[src/lkvc_pkg.sv]
// types and constants shared by the lru key-value cache
package lkvc_pkg;

   localparam int unsigned ENTRIES_DEF = 16;
   localparam int unsigned CAP_W       = 5;
   localparam int unsigned KEY_W       = 32;
   localparam int unsigned DATA_W      = 32;

   localparam logic [CAP_W-1:0]         CAP_RESET = 5'd16;
   localparam logic signed [DATA_W-1:0] MISS_DATA = -32'sd1;

   typedef enum logic {
      CMD_GET = 1'b0,
      CMD_SET = 1'b1
   } cmd_type;

   typedef enum logic [1:0] {
      ST_IDLE   = 2'd0,
      ST_SCAN   = 2'd1,
      ST_UPDATE = 2'd2
   } state_type;

   typedef struct packed {
      cmd_type                   cmd;
      logic signed [KEY_W-1:0]   key;
      logic signed [DATA_W-1:0]  data_in;
   } req_type;

   typedef struct packed {
      logic                      hit;
      logic signed [DATA_W-1:0]  data_out;
   } rsp_type;

endpackage

[src/lru_key_value_cache_top.sv]
// lru key-value cache: fully associative store with least recently used replacement
//
// req channel (valid/ready) carries one beat per command: cmd get looks a key up,
// cmd set inserts or overwrites a key. every get yields one rsp beat (hit flag and
// value, all ones on a miss); a set yields none.
// csr_we writes the capacity register (1..ENTRIES, 0 acts as 1, larger saturates);
// write it only while the block is idle.
// keys and values live in one synchronous ram scanned one entry a cycle; valid
// bits and recency ranks sit in flops and are all updated in a single cycle.
// an item goes through the accept state, the ram scan (one read a cycle, read
// data registered) and the update state before the next req_ready. a get result
// is in rsp_data on the cycle after the update.
// req_ready is high only while idle. the rsp output register may hold a result
// while the next command is accepted and scanned; a get whose result cannot be
// placed waits in the update cycle until rsp_ready frees the register.
// reset empties the store and sets capacity to 16; the ram is not cleared.
module lru_key_value_cache_top #(
   parameter int unsigned ENTRIES = lkvc_pkg::ENTRIES_DEF
) (
   input  logic                         clock,
   input  logic                         reset,
   input  logic                         req_valid,
   output logic                         req_ready,
   input  lkvc_pkg::req_type            req_data,
   output logic                         rsp_valid,
   input  logic                         rsp_ready,
   output lkvc_pkg::rsp_type            rsp_data,
   input  logic                         csr_we,
   input  logic [lkvc_pkg::CAP_W-1:0]   csr_wdata
);
   import lkvc_pkg::*;

   localparam int unsigned IW = (ENTRIES > 1) ? $clog2(ENTRIES) : 1;
   localparam int unsigned LW = $clog2(ENTRIES + 1);
   localparam int unsigned SW = (LW > CAP_W) ? LW : CAP_W;
   localparam int unsigned MW = KEY_W + DATA_W;

   state_type            state_ff, state_in;
   logic [LW-1:0]        cnt_ff, cnt_in;
   logic                 chk_valid_ff, chk_valid_in;
   logic [IW-1:0]        chk_idx_ff, chk_idx_in;
   req_type              req_ff, req_in;
   logic                 found_ff, found_in;
   logic [IW-1:0]        match_idx_ff, match_idx_in;
   logic [IW-1:0]        match_age_ff, match_age_in;
   logic [DATA_W-1:0]    match_val_ff, match_val_in;
   logic                 free_found_ff, free_found_in;
   logic [IW-1:0]        free_idx_ff, free_idx_in;
   logic [ENTRIES-1:0]   valid_ff, valid_in;
   logic [IW-1:0]        age_ff [ENTRIES];
   logic [IW-1:0]        age_in [ENTRIES];
   logic [LW-1:0]        live_ff, live_in;
   logic [CAP_W-1:0]     cap_ff, cap_in;
   logic                 rsp_valid_ff, rsp_valid_in;
   rsp_type              rsp_ff, rsp_in;

   logic [MW-1:0]        kv_mem [ENTRIES];
   logic [MW-1:0]        mem_rdata_ff;
   logic                 mem_we;
   logic [IW-1:0]        mem_waddr;
   logic [MW-1:0]        mem_wdata;
   logic [IW-1:0]        mem_raddr;

   logic [SW-1:0]        cap_wide;
   logic [LW-1:0]        eff_cap;
   logic [LW-1:0]        thr;
   logic                 evict_en;
   logic                 update_go;
   logic [IW-1:0]        chk_age;
   logic [KEY_W-1:0]     rd_key;

   // key/value ram
   always_ff @(posedge clock) begin
      if (mem_we) begin
         kv_mem[mem_waddr] <= mem_wdata;
      end
      mem_rdata_ff <= kv_mem[mem_raddr];
   end

   assign mem_raddr = cnt_ff[IW-1:0];
   assign rd_key    = mem_rdata_ff[MW-1 -: KEY_W];
   assign chk_age   = age_ff[chk_idx_ff];

   // capacity clamped to 1..ENTRIES
   always_comb begin
      cap_wide = SW'(cap_ff);
      if (cap_wide == '0) begin
         eff_cap = LW'(1);
      end else if (cap_wide > SW'(ENTRIES)) begin
         eff_cap = LW'(ENTRIES);
      end else begin
         eff_cap = LW'(cap_wide);
      end
      thr      = eff_cap - LW'(1);
      evict_en = (req_ff.cmd == CMD_SET) && (live_ff >= eff_cap);
   end

   always_comb begin
      state_in      = state_ff;
      cnt_in        = cnt_ff;
      chk_valid_in  = 1'b0;
      chk_idx_in    = cnt_ff[IW-1:0];
      req_in        = req_ff;
      found_in      = found_ff;
      match_idx_in  = match_idx_ff;
      match_age_in  = match_age_ff;
      match_val_in  = match_val_ff;
      free_found_in = free_found_ff;
      free_idx_in   = free_idx_ff;
      valid_in      = valid_ff;
      age_in        = age_ff;
      live_in       = live_ff;
      cap_in        = csr_we ? csr_wdata : cap_ff;
      rsp_valid_in  = rsp_valid_ff && !rsp_ready;
      rsp_in        = rsp_ff;
      mem_we        = 1'b0;
      mem_waddr     = match_idx_ff;
      mem_wdata     = {req_ff.key, req_ff.data_in};
      update_go     = 1'b0;
      req_ready     = 1'b0;

      unique case (state_ff)
         ST_IDLE: begin
            req_ready = 1'b1;
            if (req_valid) begin
               req_in        = req_data;
               cnt_in        = '0;
               found_in      = 1'b0;
               free_found_in = 1'b0;
               state_in      = ST_SCAN;
            end
         end
         ST_SCAN: begin
            if (cnt_ff < LW'(ENTRIES)) begin
               chk_valid_in = 1'b1;
               cnt_in       = cnt_ff + LW'(1);
            end else begin
               state_in = ST_UPDATE;
            end
            if (chk_valid_ff) begin
               if (!found_ff && valid_ff[chk_idx_ff] && (rd_key == req_ff.key)) begin
                  found_in     = 1'b1;
                  match_idx_in = chk_idx_ff;
                  match_age_in = chk_age;
                  match_val_in = mem_rdata_ff[DATA_W-1:0];
               end
               // first slot that is empty or about to be evicted
               if (!free_found_ff && (!valid_ff[chk_idx_ff] ||
                                      (evict_en && (LW'(chk_age) >= thr)))) begin
                  free_found_in = 1'b1;
                  free_idx_in   = chk_idx_ff;
               end
            end
         end
         ST_UPDATE: begin
            update_go = (req_ff.cmd == CMD_SET) || !rsp_valid_ff || rsp_ready;
            if (update_go) begin
               state_in = ST_IDLE;
               if (found_ff) begin
                  // make the matching entry most recent
                  for (int i = 0; i < ENTRIES; i++) begin
                     if (valid_ff[i] && (age_ff[i] < match_age_ff)) begin
                        age_in[i] = age_ff[i] + IW'(1);
                     end
                  end
                  age_in[match_idx_ff] = '0;
                  if (req_ff.cmd == CMD_SET) begin
                     mem_we = 1'b1;
                  end
               end else if (req_ff.cmd == CMD_SET) begin
                  for (int i = 0; i < ENTRIES; i++) begin
                     if (valid_ff[i]) begin
                        if (evict_en && (LW'(age_ff[i]) >= thr)) begin
                           valid_in[i] = 1'b0;
                           age_in[i]   = '0;
                        end else begin
                           age_in[i] = age_ff[i] + IW'(1);
                        end
                     end
                  end
                  valid_in[free_idx_ff] = 1'b1;
                  age_in[free_idx_ff]   = '0;
                  live_in               = (evict_en ? thr : live_ff) + LW'(1);
                  mem_we                = 1'b1;
                  mem_waddr             = free_idx_ff;
               end
               if (req_ff.cmd == CMD_GET) begin
                  rsp_valid_in    = 1'b1;
                  rsp_in.hit      = found_ff;
                  rsp_in.data_out = found_ff ? match_val_ff : MISS_DATA;
               end
            end
         end
         default: begin
            state_in = ST_IDLE;
         end
      endcase
   end

   // control state
   always_ff @(posedge clock) begin
      if (reset) begin
         state_ff      <= ST_IDLE;
         chk_valid_ff  <= 1'b0;
         found_ff      <= 1'b0;
         free_found_ff <= 1'b0;
         valid_ff      <= '0;
         live_ff       <= '0;
         cap_ff        <= CAP_RESET;
         rsp_valid_ff  <= 1'b0;
         for (int i = 0; i < ENTRIES; i++) begin
            age_ff[i] <= '0;
         end
      end else begin
         state_ff      <= state_in;
         chk_valid_ff  <= chk_valid_in;
         found_ff      <= found_in;
         free_found_ff <= free_found_in;
         valid_ff      <= valid_in;
         live_ff       <= live_in;
         cap_ff        <= cap_in;
         rsp_valid_ff  <= rsp_valid_in;
         age_ff        <= age_in;
      end
   end

   // payload
   always_ff @(posedge clock) begin
      cnt_ff       <= cnt_in;
      chk_idx_ff   <= chk_idx_in;
      req_ff       <= req_in;
      match_idx_ff <= match_idx_in;
      match_age_ff <= match_age_in;
      match_val_ff <= match_val_in;
      free_idx_ff  <= free_idx_in;
      rsp_ff       <= rsp_in;
   end

   assign rsp_valid = rsp_valid_ff;
   assign rsp_data  = rsp_ff;

   a_live_matches_valid: assert property (@(posedge clock) disable iff (reset)
      $countones(valid_ff) == int'(live_ff))
      else $error("live count differs from number of valid entries");

   a_free_slot_on_insert: assert property (@(posedge clock) disable iff (reset)
      (state_ff == ST_UPDATE && req_ff.cmd == CMD_SET && !found_ff) |-> free_found_ff)
      else $error("insert without a free slot");

   a_rsp_from_update: assert property (@(posedge clock) disable iff (reset)
      $rose(rsp_valid_ff) |-> $past(state_ff == ST_UPDATE))
      else $error("response raised outside update");

   a_get_gives_rsp: assert property (@(posedge clock) disable iff (reset)
      (update_go && req_ff.cmd == CMD_GET) |=> rsp_valid_ff)
      else $error("get finished without a response beat");

   a_live_in_range: assert property (@(posedge clock) disable iff (reset)
      int'(live_ff) <= ENTRIES)
      else $error("live count above entries");

endmodule
[config.mk]
export PLATFORM = sky130hd
export DESIGN_NAME = lru_key_value_cache_top
export DESIGN_NICKNAME = d
export VERILOG_FILES = /design/src/lkvc_pkg.sv /design/src/lru_key_value_cache_top.sv
export SDC_FILE = /design/constraint.sdc
export NUM_CORES = 2
export LEC_CHECK = 0
export BUFFER_PORTS_ARGS = -buffer_cell sky130_fd_sc_hd__buf_2
export CAP_MARGIN = 20
export CORE_MARGIN = 5
export CORE_UTILIZATION = 50
export DETAILED_ROUTE_END_ITERATION = 7
export PLACE_DENSITY = 0.66
export SLEW_MARGIN = 5
export SYNTH_ARGS = -nofsm -noshare
export SYNTH_HDL_FRONTEND = slang
export SYNTH_SLANG_ARGS = --single-unit
[constraint.sdc]
create_clock -name clock -period 19.57 [get_ports clock]
set_clock_uncertainty 0.1 [all_clocks]
set_input_delay 3.914 -clock clock [delete_from_list [all_inputs] [get_ports clock]]
set_output_delay 3.914 -clock clock [all_outputs]
set_load 0.02 [all_outputs]
==> metrics.md <==
| Metric | Value |
|---|---|
| Mapped Area | 54400 µm² |
| Drt pass-1 iters | 6 |
| # Post-CTS Setup Buffers | 0 |
| Mapped Nets | about 3100 |
| Data arrival, critical path | 6750 ps |
| Die ar. | 115000 µm² |
| H-tree depth | 4 |
| Worst path required time | 20100 ps |
| Worst r2r src | cap_ff[0] |
| DR vias | 29600 |
| Post-layout min period | 6220 ps |
| Overflow after GRT | 0 |
| Final Max Slew Viols | 0 |
| CTS tree | done |
| Vias per cell | 6.38 |
| GR Util All Layers | 22.6% |
| Worst hold path depth | 0 |
| CTS buffer count | between 100 and 150 |
| Worst hold path class | reg -> reg |
| Drt total wl | 131000 µm |
| Top cell by count, worst path | buf_4 |
| RSZ-0062 raised after global routing | false |
| Initial Utilization | between 50% and 60% |
| CTS sink count | 1335 |
| PostCTS Resize Cnt | 0 |
| Die H | roughly 340 µm |
| Crit-path cells | buf_2 > nand2b_1 > a21oi_1 > or2_1 > buf_4 > nor2_1 > buf_4 > a32o_1 |
| I/O pins | 110 |
| Cells after synthesis | 2960 |
| Worst rel slew slack | a little over a fifth |
| FF/Latch Area | 38500 µm² |
| WHS Endpoint | match_val_ff[25] |
| CTS Root Cell | clkbuf_16 |
| Part of the Yosys area used for sequential elements | 70.7% |
| Layout Nets | 3296 |
| Peak supply drop | 0.0905 mV |
| Clock tree buffer depth | 3 |
| Critical-path maximum fanout | 40 |
| Mean Syn Cell Area | 18.4 µm² |
| Yosys cell types | 78 |
| Placed insts | ~4400 |
| Core area | 108000 µm² |
| Post-route antenna net violation count | 0 |
| Final Hold Vio Count | 0 |
| RR Endpoint | age_ff[9] |
| Largest net degree at the start of global routing | 177 |
| Final hold slack | 301 ps |
| Slew @ Worst Pin | 1180 ps |
| Post-synth ARST share | 0% |
| PD cells | 100 nW/µm² |
| Area of the multi-input gates | around 15000 µm² |
| DR WL/cell | between 20 and 30 µm |
| Commonest non-fill, non-tap cell in the layout | edfxtp_1 |
| Layout cells sized above 1 | 23.8% |
| Crit-path max cell delay | 680 ps |
| Core Rows | 121 |
| Max Cap Viol | 0 |
| HPWL after detailed placement | 70800 µm |
| Buffers on Ports | 109 |
| First-pass GRT wire length | 196000 µm |
| Worst setup EP type | flip-flop |
| Number of synthesized flops with an enable pin | 1171 |
| Slowest library cell on the worst path | or2_1 |
| Most frequent cells in the layout | edfxtp_1, mux4_2, dfxtp_1, clkbuf_16, buf_2 |
| Die Width | around 340 µm |
| Vias in the first global route | approximately 31000 |
| Fillers | 8124 |
| Hold Buf Count CTS | 0 |
| Fin crit share | 31.8% |
| Outcome | finished, final reports clean |
| Leakage | 19.9 nW |
| Setup slack after placement | 12730 ps |
| Synthesis Warnings | 0 |
| Area growth syn-to-layout | 12.4% |
| CP Class | in -> reg |
| Yosys reg bits | roughly 1300 |
| Initial DRC Count | just over 3000 |
| Setup TNS | 0 ps |
| Tot Pwr | between 6 and 7 mW |
| RePlAce Congestion | 0.899 |
| Worst Hold Launch | mem_rdata_ff[25] |
| Max Freq | 161 MHz |
| Reg2Reg Depth | 14 |
| Final setup violation count | 0 |
| Worst setup margin | around 13000 ps |
| Post-route insts no fill | 4640 |
| Main flop type after synthesis | edfxtp_1 |
| Clock latency on the worst-skew pair | 740 ps |
| DRC violation count after routing | 0 |
| Initial antenna violation count | 2 |
| Worst setup SP type | primary input |
| CTS clk-pin slew, worst paths | 60 ps |
| R2R Setup Slk | 14250 ps |
[how the worst max path moves through the flow]
| stage | startpoint | end | slack [ps] | cells after the start |
|---|---|---|---|---|
| floorplan | req_valid | cnt_ff[0] | 10010 | 3 |
| global placement | rsp_ready | age_ff[9] | 12870 | 8 |
| detailed placement | rsp_ready | age_ff[25] | 12730 | 8 |
| CTS | rsp_ready | age_ff[25] | 13500 | 8 |
| global route | rsp_ready | age_ff[9] | 13300 | 8 |
| finish | rsp_ready | age_ff[9] | 13350 | 8 |
[kinds of logic (layout without fill, tap and decap cells)]
| kind of cell | count (synthesis) | in the layout | synth area share (%) |
|---|---|---|---|
| flops | 1335 | 1335 | 70.7 |
| simple gates | 483 | 483 | 4.74 |
| compound gates | 403 | 403 | 5.11 |
| mux | 353 | 353 | 14.4 |
| buf+inv | 221 | 486 | 1.62 |
| fa+ha+maj | 113 | 113 | 2.58 |
| xor+xnor | 52 | 52 | 0.837 |
| other cells | 0 | 1 | 0 |
[cell usage after synthesis (all sizes together) (22+ instances only)]
library cell,number,share of area (%)
nor3,49,0.47
xor2,22,0.35
xnor2,30,0.48
edfxtp,1171,65
dfxtp,164,6.0
nand3,70,0.64
a21oi,75,0.69
a31oi,51,0.59
nor2,80,0.55
mux4,344,14
inv,64,0.44
clkbuf,111,0.77
nand4,46,0.53
o21ai,84,0.77
buf,46,0.41
nand2b,68,0.78
ha,107,2.5
nand2,69,0.48
o21a,23,0.32
[where the power goes]
part	internal, mW	switching, mW
Combinational	0.198	0.203
Clock	1.47	1.05
Sequential	3.16	0.0587
Total	4.83	1.31
[area by class of cell]
| class | instances | area share [%] |
|---|---|---|
| Sequential cell | 1335 | 62.9 |
| Multi-Input combinational cell | 1404 | 24.9 |
| Clock buffer | 212 | 6.52 |
| Tap cell | 1414 | 2.90 |
| Timing Repair Buffer | 173 | 1.79 |
| Clock inverter | 37 | 0.582 |
| Inverter | 64 | 0.393 |
| Antenna cell | 1 | 0.00410 |
[worst max-delay path: cells and delay by family]
| kind | cells | cell delay, ps |
|---|---|---|
| AO/OA/AOI/OAI | 2 | 760 |
| buffers and inverters | 3 | 920 |
| AND/OR/NAND/NOR | 3 | 1120 |
[state kept, by name, summed over array words and instances, names as in the netlist]
register	cells
age_ff	64
cap_ff	5
chk_idx_ff	4
chk_valid_ff	1
cnt_ff	5
found_ff	1
free_found_ff	1
free_idx_ff	4
kv_mem	1024
live_ff	5
match_age_ff	4
match_idx_ff	4
match_val_ff	32
mem_rdata_ff	64
mem_wdata	64
req_ff	1
rsp_data	33
rsp_valid	1
state_ff	2
valid_ff	16
[per-stage QoR]
| stage | cell area [µm²] | util [%] |
|---|---|---|
| global route | 61100 | 56.4 |
| finish | 61100 | 56.4 |
| CTS | 61100 | 56.3 |
| detailed placement | 56700 | 52.3 |
| global placement | 56700 | 52.3 |
| floorplan | 54400 | - |
[routing by layer]
| metal | track usage, % | vias to the layer above | routed length, µm |
|---|---|---|---|
| li1 | - | 12500 | - |
| met1 | 31.3 | 15400 | 52600 |
| met2 | 37.4 | 1429 | 64800 |
| met3 | 4.00 | 281 | 10100 |
| met4 | 6.82 | 2 | 3400 |
| met5 | 0 | - | 13 |
No activity file was read; power rests on OpenSTA's default activity.
